==> src/hdl/bad_pkg.sv <==
// Shared types and constants of the bounded array deque.
package bad_pkg;

  localparam int DEPTH  = 64;
  localparam int ADDR_W = $clog2(DEPTH);
  localparam int IDX_W  = $clog2(DEPTH + 1);

  localparam logic [2:0] REQ_PUSH_FRONT = 3'd0;
  localparam logic [2:0] REQ_PUSH_BACK  = 3'd1;
  localparam logic [2:0] REQ_POP_FRONT  = 3'd2;
  localparam logic [2:0] REQ_POP_BACK   = 3'd3;
  localparam logic [2:0] REQ_PEEK_FRONT = 3'd4;
  localparam logic [2:0] REQ_PEEK_BACK  = 3'd5;
  localparam logic [2:0] REQ_CLEAR      = 3'd6;
  localparam logic [2:0] REQ_STATUS     = 3'd7;

  localparam logic [1:0] STAT_OK    = 2'd0;
  localparam logic [1:0] STAT_EMPTY = 2'd1;
  localparam logic [1:0] STAT_END   = 2'd2;

  typedef struct packed {
    logic [2:0]         req_type;
    logic signed [31:0] push_value;
  } in_word_t;

  typedef struct packed {
    logic signed [31:0] read_value;
    logic [1:0]         status;
    logic [6:0]         occupancy;
    logic               is_empty;
  } out_word_t;

  typedef struct packed {
    logic start;
    logic load;
  } ctl_cmd_t;

endpackage

==> src/hdl/bad_ctrl.sv <==
// Controller state machine of the bounded array deque.
module bad_ctrl import bad_pkg::*; (
  input  logic     clk,
  input  logic     rst_n,
  input  logic     in_valid,
  output logic     in_ready,
  input  logic     out_ready,
  output logic     out_valid,
  output ctl_cmd_t cmd
);

  typedef enum logic [1:0] {
    ST_IDLE  = 2'b01,
    ST_FETCH = 2'b10
  } state_t;

  state_t state_r, state_nxt;
  logic   out_valid_r, out_valid_nxt;
  logic   out_free;

  assign out_free = !out_valid_r || out_ready;
  assign in_ready = (state_r == ST_IDLE);
  assign out_valid = out_valid_r;

  always_comb begin
    state_nxt = state_r;
    cmd.start = 1'b0;
    cmd.load  = 1'b0;
    case (state_r)
      ST_IDLE: begin
        if (in_valid) begin
          cmd.start = 1'b1;
          state_nxt = ST_FETCH;
        end
      end
      ST_FETCH: begin
        if (out_free) begin
          cmd.load  = 1'b1;
          state_nxt = ST_IDLE;
        end
      end
      default: begin
        state_nxt = ST_IDLE;
      end
    endcase
  end

  always_comb begin
    out_valid_nxt = out_valid_r;
    if (cmd.load) begin
      out_valid_nxt = 1'b1;
    end else if (out_ready) begin
      out_valid_nxt = 1'b0;
    end
  end

  always_ff @(posedge clk) begin
    if (!rst_n) begin
      state_r     <= ST_IDLE;
      out_valid_r <= 1'b0;
    end else begin
      state_r     <= state_nxt;
      out_valid_r <= out_valid_nxt;
    end
  end

endmodule

==> src/hdl/bad_dpath.sv <==
// Datapath of the bounded array deque: indices, entry memory and result word.
module bad_dpath import bad_pkg::*; (
  input  logic      clk,
  input  logic      rst_n,
  input  ctl_cmd_t  cmd,
  input  in_word_t  in_data,
  output out_word_t out_data
);

  logic [31:0]      mem [DEPTH];
  logic [31:0]      rd_data_r;

  logic [IDX_W-1:0] front_r, front_nxt;
  logic [IDX_W-1:0] back_r, back_nxt;
  logic             hit_r, hit_nxt;
  logic [1:0]       stat_r, stat_nxt;
  out_word_t        out_data_r;

  logic             wr_en, rd_en;
  logic [ADDR_W-1:0] wr_addr, rd_addr;
  logic             empty;
  logic [IDX_W-1:0] front_dec, back_dec, count, occ;
  logic [IDX_W:0]   half, front_sum;

  always_comb begin
    empty     = (front_r == back_r);
    front_dec = front_r - 1'b1;
    back_dec  = back_r - 1'b1;
    count     = back_r - front_r;
    half      = ({1'b0, count} + 1'b1) >> 1;
    front_sum = {1'b0, front_r} + half;

    front_nxt = front_r;
    back_nxt  = back_r;
    hit_nxt   = 1'b0;
    stat_nxt  = STAT_OK;
    wr_en     = 1'b0;
    rd_en     = 1'b0;
    wr_addr   = front_r[ADDR_W-1:0];
    rd_addr   = front_r[ADDR_W-1:0];

    case (in_data.req_type)
      REQ_PUSH_FRONT: begin
        if (front_r != '0) begin
          front_nxt = front_dec;
          wr_en     = 1'b1;
          wr_addr   = front_dec[ADDR_W-1:0];
        end else begin
          stat_nxt = STAT_END;
        end
      end
      REQ_PUSH_BACK: begin
        if (back_r != IDX_W'(DEPTH)) begin
          back_nxt = back_r + 1'b1;
          wr_en    = 1'b1;
          wr_addr  = back_r[ADDR_W-1:0];
        end else begin
          stat_nxt = STAT_END;
        end
      end
      REQ_POP_FRONT, REQ_PEEK_FRONT: begin
        if (empty) begin
          stat_nxt = STAT_EMPTY;
        end else begin
          rd_en   = 1'b1;
          hit_nxt = 1'b1;
          rd_addr = front_r[ADDR_W-1:0];
          if (in_data.req_type == REQ_POP_FRONT) begin
            front_nxt = front_r + 1'b1;
          end
        end
      end
      REQ_POP_BACK, REQ_PEEK_BACK: begin
        if (empty) begin
          stat_nxt = STAT_EMPTY;
        end else begin
          rd_en   = 1'b1;
          hit_nxt = 1'b1;
          rd_addr = back_dec[ADDR_W-1:0];
          if (in_data.req_type == REQ_POP_BACK) begin
            back_nxt = back_dec;
          end
        end
      end
      REQ_CLEAR: begin
        front_nxt = front_sum[IDX_W-1:0];
        back_nxt  = front_sum[IDX_W-1:0];
      end
      default: begin
      end
    endcase

    if (!cmd.start) begin
      front_nxt = front_r;
      back_nxt  = back_r;
      hit_nxt   = hit_r;
      stat_nxt  = stat_r;
      wr_en     = 1'b0;
      rd_en     = 1'b0;
    end
    occ = back_r - front_r;
  end

  always_ff @(posedge clk) begin
    if (wr_en) begin
      mem[wr_addr] <= in_data.push_value;
    end
    if (rd_en) begin
      rd_data_r <= mem[rd_addr];
    end
  end

  always_ff @(posedge clk) begin
    if (!rst_n) begin
      front_r <= IDX_W'(DEPTH / 2);
      back_r  <= IDX_W'(DEPTH / 2);
    end else begin
      front_r <= front_nxt;
      back_r  <= back_nxt;
    end
  end

  always_ff @(posedge clk) begin
    hit_r  <= hit_nxt;
    stat_r <= stat_nxt;
    if (cmd.load) begin
      out_data_r.read_value <= hit_r ? rd_data_r : '0;
      out_data_r.status     <= stat_r;
      out_data_r.occupancy  <= 7'(occ);
      out_data_r.is_empty   <= (front_r == back_r);
    end
  end

  assign out_data = out_data_r;

endmodule

==> src/hdl/bounded_array_deque_top.sv <==
// Top level of the bounded array deque.
// Each request word passes through the ST_IDLE and ST_FETCH states: in ST_IDLE the
// indices are updated and the entry memory is written or read, in ST_FETCH the registered
// read data and the status are loaded into the output register; the request after it is
// taken once that load has happened, so a stalled result holds the block in ST_FETCH.
// The 64-entry memory has one write and one read port and needs no clearing pass.
module bounded_array_deque_top import bad_pkg::*; (
  input  logic      clk,
  input  logic      rst_n,
  input  logic      in_valid,
  output logic      in_ready,
  input  in_word_t  in_data,
  output logic      out_valid,
  input  logic      out_ready,
  output out_word_t out_data
);

  ctl_cmd_t cmd;

  bad_ctrl u_ctrl (
    .clk      (clk),
    .rst_n    (rst_n),
    .in_valid (in_valid),
    .in_ready (in_ready),
    .out_ready(out_ready),
    .out_valid(out_valid),
    .cmd      (cmd)
  );

  bad_dpath u_dpath (
    .clk     (clk),
    .rst_n   (rst_n),
    .cmd     (cmd),
    .in_data (in_data),
    .out_data(out_data)
  );

  a_one_at_a_time: assert property (@(posedge clk) disable iff (!rst_n)
    in_valid && in_ready |=> !in_ready)
    else $error("a second word was taken while one was in flight");

  a_occ_bound: assert property (@(posedge clk) disable iff (!rst_n)
    out_valid |-> out_data.occupancy <= 7'(DEPTH)
                  && out_data.is_empty == (out_data.occupancy == 7'd0))
    else $error("occupancy and empty flag disagree");

  a_fail_zero: assert property (@(posedge clk) disable iff (!rst_n)
    out_valid && out_data.status != STAT_OK |-> out_data.read_value == '0)
    else $error("failed request returned a nonzero word");

  a_status_code: assert property (@(posedge clk) disable iff (!rst_n)
    out_valid |-> out_data.status == STAT_OK || out_data.status == STAT_EMPTY
                  || out_data.status == STAT_END)
    else $error("undefined status code");

endmodule
==> config.mk <==
export PLATFORM = sky130hd
export DESIGN_NAME = bounded_array_deque_top
export DESIGN_NICKNAME = d
export VERILOG_FILES = /design/src/hdl/bad_pkg.sv /design/src/hdl/bad_ctrl.sv /design/src/hdl/bad_dpath.sv /design/src/hdl/bounded_array_deque_top.sv
export SDC_FILE = /design/constraint.sdc
export NUM_CORES = 2
export LEC_CHECK = 0
export BUFFER_PORTS_ARGS = -buffer_cell sky130_fd_sc_hd__buf_2
export CAP_MARGIN = 25
export CORE_AREA = 3 3 657 333
export CTS_BUF_LIST = sky130_fd_sc_hd__clkbuf_2 sky130_fd_sc_hd__clkbuf_4 sky130_fd_sc_hd__clkbuf_8
export CTS_CLUSTER_DIAMETER = 40
export DETAILED_ROUTE_END_ITERATION = 10
export DIE_AREA = 0 0 660 336
export PLACE_DENSITY = 0.61
export SKIP_LAST_GASP = 1
export SLEW_MARGIN = 10
export SYNTH_ARGS = -nofsm -noshare
export SYNTH_HDL_FRONTEND = slang
export SYNTH_HIERARCHICAL = 1
export SYNTH_SLANG_ARGS = --single-unit
==> constraint.sdc <==
create_clock -name clk -period 4.5 [get_ports clk]
set_input_delay 0.225 -clock clk [delete_from_list [all_inputs] [get_ports clk]]
set_output_delay 0.225 -clock clk [all_outputs]
set_load 0.01 [all_outputs]
# Word-level counts from Yosys, hierarchy flattened
# Memories as Yosys holds them, arrays and structs flattened. A register that Yosys moved wholly into a read port is not among the register bits.
# Index checks and enable logic that the tools add are counted.
dict set report totals {
  reg_bits 62
  ram_bits 2048
  inputBits 39
  output_inout_bits 44
  mem_count 1
}
dict set report op_classes {
  n_addsub 7
  n_eq_ne 18
  muxes 35
  n_reduce_logical 13
}
# memory words word_bits rd rd_ports_with_merged_regs wr line_no
set memory_table {}
lappend memory_table {u_dpath.mem 64 32 1 1 1 bad_dpath.sv:10} ;# logic [31:0] mem [DEPTH];
# op n
set op_table {}
lappend op_table {{7-bit 2-to-1 mux} 6}
lappend op_table {{7-bit one-hot mux with 3 select lines} 2}
lappend op_table {{6-bit 2-to-1 mux} 4}
lappend op_table {{1-bit 2-to-1 mux} 15}
lappend op_table {{7-bit by 1-bit adder with 7-bit output, second input constant} 2}
lappend op_table {{7-bit by 1-bit subtractor with 7-bit output, second input constant} 2}
lappend op_table {{6-bit one-hot mux with 2 select lines} 1}
lappend op_table {{2-bit by 1-bit inequality test with 1-bit output, second input constant} 5}
lappend op_table {{5-bit AND reduction} 2}
lappend op_table {{3-bit equality test, second input constant} 3}
lappend op_table {{7-bit by 1-bit adder with 8-bit output, second input constant} 1}
lappend op_table {{2-bit 2-to-1 mux} 4}
lappend op_table {{7-bit adder} 1}
lappend op_table {{7-bit equality test} 1}
lappend op_table {{7-bit inequality test, second input constant} 1}
lappend op_table {{7-bit nonzero test} 1}
lappend op_table {{7-bit subtractor} 1}
lappend op_table {{3-bit by 2-bit equality test with 1-bit output, second input constant} 2}
lappend op_table {{2-bit inequality test, second input constant} 3}
lappend op_table {{2-bit one-hot mux with 3 select lines} 1}
lappend op_table {{3-bit nonzero test} 2}
lappend op_table {{2-bit one-hot mux with 2 select lines} 1}
lappend op_table {{2-bit OR reduction} 2}
lappend op_table {{4-bit OR reduction} 1}
lappend op_table {{other kinds (9)} 9}

# Logic depth before layout (Yosys ltp)
dict set report depth {
  depth_word 6
  depth_mapped 18
}

# Modules after synthesis
# Netlist, hierarchy kept.
# mod n_inst cells_per_inst area_each_um2
set modules_own_cells {}
lappend modules_own_cells {bad_dpath 1 6127 85044.1}
lappend modules_own_cells {bad_ctrl 1 13 133.9}

# Worst setup path before layout
# OpenSTA, ideal clock, no wires.
dict set report synth_timing {
  path_kind {reg2reg}
  startpoint {reg u_dpath.front_r[1]}
  endpoint {mem u_dpath.mem[53][0], enable pin}
  setup_time_ns 0.421
  arrival_time_ns 4.183
  required_ns 4.079
  slack_ns -0.104
  path_stages_with_launch 12
  synth_period_minus_slack_ns 4.604
  cell_sequence {dfxtp_1 -> inv_1 -> ha_1 -> or3b_2 -> clkbuf_1 -> o31ai_1 -> nor2b_1 -> o21ai_0 -> and3_1 -> clkbuf_1 -> nand3_1 -> nor2_1}
}
dict set report synth_between {
  elab_chain_len 6
  elab_cells_between_ends 10
}
# item line_no
set synth_rtl {}
lappend synth_rtl {{start, declared} bad_dpath.sv:13} ;# logic [IDX_W-1:0] front_r, front_nxt;
lappend synth_rtl {{start signal, assigned} bad_dpath.sv:115} ;# front_r <= IDX_W'(DEPTH / 2);
lappend synth_rtl {{start signal, assigned} bad_dpath.sv:118} ;# front_r <= front_nxt;
lappend synth_rtl {{branches (longest 6 deep; another with 7-bit by 1-bit subtractor with 7-bit output)} -}
lappend synth_rtl {{end, declared} bad_dpath.sv:10}
# Parallel ways; which one is timed is not known.

# Worst setup path in the final report
dict set report layout_timing {
  startpoint {reg u_dpath.front_r[3]}
  endpoint {reg u_dpath.rd_data_r[0] (read register of u_dpath.mem), data pin}
}
dict set report layout_between {
  elab_chain_len 4
  elab_cells_between_ends 6
}
# item line_no
set layout_rtl {}
lappend layout_rtl {{7-bit equality test} bad_dpath.sv:26} ;# empty = (front_r == back_r);
lappend layout_rtl {{1-bit 2-to-1 mux} {bad_dpath.sv:62, bad_dpath.sv:74}}
lappend layout_rtl {{1-bit 2-to-1 mux} -}
lappend layout_rtl {{1-bit 2-to-1 mux} bad_dpath.sv:93} ;# if (!cmd.start) begin
lappend layout_rtl {{end, declared} bad_dpath.sv:11} ;# logic [31:0] rd_data_r;
# Several ways; a longest one is shown, not always the timed one.
# A chain may end at the register's enable or synchronous reset.

==> run_results.csv <==
group,metric,value,unit
outcome,run_status,"finished clean",
yosys,synthDominantAreaCellType,"edfxtp_1",
yosys,seq_area_frac_synth,0.753,
timing,clock_skew,0.131,ns
yosys,synthDistinctLibCells,67,
yosys,mappedNetlistNets,6199,
setup_path,timing.critical_path.max_delay_family,"buffers and inverters",
yosys,post_synth_mux_area_share,0.0460,
global_route,initial_antenna_violation_count,23,
yosys,synth.avg_cell_area,13.9,µm²
route,post_drt_via_cell_ratio,5.55,
placement,place_inst,9066,
timing,holdWs,0.298,ns
setup_path,max_fanout_on_critical_path,61,
cts,clock_sink_count,2142,
timing,report.final.setup_viol,0,
floorplan,core.rowCount,120,
final_layout,final_cell_count_no_fill,9697,
setup_path,cp_slowest_cell,"a32oi_1",
final_layout,post-route-util,0.464,
route,number_of_drc_markers_after_the_initial_detailed_route_iteration,7308,
final_layout,area.sequential,64200,µm²
min_path,hold_path_class,"primary input to register",
global_route,grt_use_total,0.222,
route,post_drt_antenna_nets,0,
final_layout,numnets_final,6638,
cts,clk_root_buffer_cell,"clkbuf_8",
setup_path,critical_path.max_stage_delay,0.43,ns
min_path,cell_depth_of_the_worst_hold_path,2,
yosys,synth.cell_area,85200,µm²
timing,unrepaired_setup_endpoints_after_global_routing,"yes",
timing,final-max-slew-violation-count,0,
global_route,grt_start_max_net_pins,113,
floorplan,initial_utilization,0.399,
floorplan,placeableCoreArea,213000,µm²
final_layout,final_design_area_no_fill,99000,µm²
floorplan,fp.dieH,336,µm
yosys,synth_top_family_by_area,"simple AND/OR/NAND/NOR gates",
timing,finalCritPeriodShare,0.968,
setup_path,rr_worst_depth,14,
placement,numPortBuffers,82,
yosys,yosysTopAreaCellShare,0.749,
yosys,post_synth_xor_area_fraction,0.00225,
yosys,ys_seq_elements,2142,
timing,achievable-frequency,229,MHz
power,power_density,444,nW/µm²
cts,h-tree-depth,5,
timing,final_hold_viol_count,0,
global_route,first_global_vias,50323,
run,drv_cap,0,
min_path,end_of_the_worst_hold_path,"u_dpath/mem[40][8]",
setup_path,critPathKind,"register to register",
placement,gp_congestion,0.854,
yosys,synth_fa_ha_area_frac,0.00311,
yosys,synth-warning-count,6,
setup_path,timing.critical_path.arrival,5.01,ns
yosys,synthesis.instances,6140,
timing,transition_time_at_the_pin_with_the_least_slew_margin,1.10,ns
global_route,grt_overflow,0,
min_path,timing.hold.worst.start,"in_data[8]",
final_layout,layout-drive-gt1-share,0.155,
final_layout,multi_input_logic_area,20000,µm²
yosys,synth-compound-area-share,0.0225,
yosys,async_reset_ff_frac,0,
setup_path,critical_path.reg2reg.endpoint,"u_dpath/rd_data_r[0]",
final_layout,areaGrowthSynthToFinish,16.2,%
yosys,synthFlopType,"edfxtp_1",
placement,detailed_place_hpwl,146,mm
yosys,number_of_flops_mapped_to_enable_cells_by_yosys,2125,
cts,clkSlewWorstSetupHoldPaths,0.06,ns
setup_path,r2r_start,"u_dpath/front_r[3]",
route,detailed_route_via_count,53825,
placement,dpl-instance-area,92200,µm²
cts,cts-buffers-inserted,322,
route,wl_per_cell,26.0,µm
power,leakage,0.0339,µW
route,detailedRoute.firstPassIterationCount,8,
cts,tritoncts,"built",
cts,clk_latency,0.95,ns
setup_path,timing.critical_path.to_type,"register",
global_route,first_pass_grt_wire_length,360,mm
floorplan,chipWidth,660,µm
setup_path,cp-startpoint,"u_dpath/front_r[3]",
floorplan,pin_count,83,
yosys,synth_simple_gate_area_share,0.153,
cts,cts_max_path_buffers,4,
setup_path,timing.reg2reg.setup_slack,0.14,ns
final_layout,num-fill-cells,18464,
route,routed_wirelength,252,mm
power,ir_worst_vdd,0.247,mV
timing,slew-limit-headroom,0.265,
route,drc,0,
timing,final_min_period,4.36,ns
setup_path,critical_path.n_buffers_inverters,5,
setup_path,cp_cell_sequence,"inv_1 > ha_1 > nand4_1 > o311ai_4 > buf_4 > mux2i_4 > buf_12 > buf_12 > mux2i_1 > mux2i_1 > a32oi_1 > nand4_1 > buf_4 > or3_1",
setup_path,setup.worst_path.start_class,"register",
floorplan,die_area,222000,µm²
yosys,main_area_contributors_after_synthesis,"edfxtp_1 75%, nand2_1 6.9%, nand3_1 5.7%, mux2i_1 4.2%, a32oi_1 1.0%",
setup_path,worstPathRequired,5.15,ns
layer usage:
layer	GRT usage	part of all wire	vias to the layer above
met5	0	0	-
met4	0.0642	0.028	0
met3	0.0549	0.11	412
met2	0.331	0.44	2771
met1	0.321	0.42	26950
li1	-	-	23692
through the flow:
step | setup slack (ns) | power [µW] | setup TNS [ns]
2_1_floorplan | -0.104 | 26200 | -114.45
3_3_place_gp | -0.0288 | 28700 | -0.0288
3_5_place_dp | 0.00484 | 28700 | 0
4_1_cts | 0.0267 | 44000 | 0
5_1_grt | -0.0193 | 45500 | -0.0283
6_report | 0.143 | 43900 | 0
worst register-to-register path, cell delays in order (launching register included):
cell and delay (ns):
dfxtp_1 0.36, inv_1 0.13, ha_1 0.39, nand4_1 0.18, o311ai_4 0.24, buf_4 0.23
mux2i_4 0.32, buf_12 0.22, buf_12 0.35, mux2i_1 0.27, mux2i_1 0.10, a32oi_1 0.43
nand4_1 0.34, buf_4 0.24, or3_1 0.38
how the worst max path moves through the flow:
stage | end | depth (start not counted)
4_1_cts | u_dpath/rd_data_r[0] | 13
3_3_place_gp | u_dpath/rd_data_r[0] | 13
5_1_grt | u_dpath/rd_data_r[0] | 14
3_5_place_dp | u_dpath/rd_data_r[0] | 13
2_1_floorplan | u_dpath/mem[53][0] | 11
6_report | u_dpath/rd_data_r[0] | 14
sequential cells by signal, summed over array words and instances, names as in the netlist:
name	flops
u_ctrl/out_valid	1
u_ctrl/state_r	2
u_dpath/back_r	7
u_dpath/front_r	7
u_dpath/hit_r	1
u_dpath/mem	2048
u_dpath/out_data	42
u_dpath/rd_data_r	32
u_dpath/stat_r	2
cell families after synthesis:
logic type                 Yosys count
adders and majority gates           20
muxes                              387
DFF                               2142
AOI/OAI and AO/OA                  237
and+or+nand+nor                   2939
xor gates and xnor gates            21
buffers and inverters              394
synth_stat cells (6+ instances only):
library cell,count
a31oi_1,9
and2_1,36
edfxtp_1,2125
nor2b_1,7
o21a_1,9
o32a_1,32
or3_1,35
nand4_1,98
a21oi_1,19
o21ai_0,23
a32oi_1,100
and3_1,69
buf_4,11
clkbuf_1,217
nor3_1,14
xor2_1,6
nor2_1,102
inv_1,21
nor3b_1,8
xnor2_1,14
mux2i_1,354
ha_1,18
nand3_1,977
buf_6,9
dfxtp_1,17
buf_1,20
buf_2,114
nand2_1,1570
mux2_2,33
cell usage in the layout, fill, tap and decap left out, types with 8 or more instances in the layout:
cell / count
dfxtp_1: 17
buf_12: 110
o21ai_0: 23
buf_2: 82
a21oi_1: 19
and3_1: 68
or3_1: 35
inv_1: 21
clkbuf_8: 329
ha_1: 18
inv_6: 9
buf_16: 8
nand2_1: 1570
nor3_1: 14
and2_1: 36
mux2_2: 32
o32a_1: 32
diode_2: 28
clkbuf_4: 108
buf_4: 244
dlygate4sd3_1: 41
nand3_1: 977
nor3b_1: 8
a31oi_1: 9
mux2i_1: 353
o21a_1: 8
xnor2_1: 14
nor2_1: 24
nor2_4: 78
clkinv_2: 15
nand4_1: 98
edfxtp_1: 2125
clkinv_1: 70
a32oi_1: 99
power by group:
part           internal, µW  total, µW  switching [µW]
Combinational          2070       6340            4270
Clock                  7980      15500            7480
Sequential            22100      22100            50.6
repair_timing:
| item | CTS | global route |
|---|---|---|
| buffers inserted | 0 | 5 |
| hold buffers | 37 | 4 |
| resized for setup | 0 | 1 |
| hold endpoints to repair | 1313 | 256 |
| setup endpoints to repair | 0 | 6 |
final cells by class:
type,instances,area share
tap,2867,0.0363
clock buffer,437,0.0540
timing repair buffer,486,0.0515
sequential,2142,0.648
multi-input combinational,3605,0.202
clock inverter,110,0.00675
antenna,28,0.000708
inverter,22,0.000835
(Power assumes the default switching activity.)
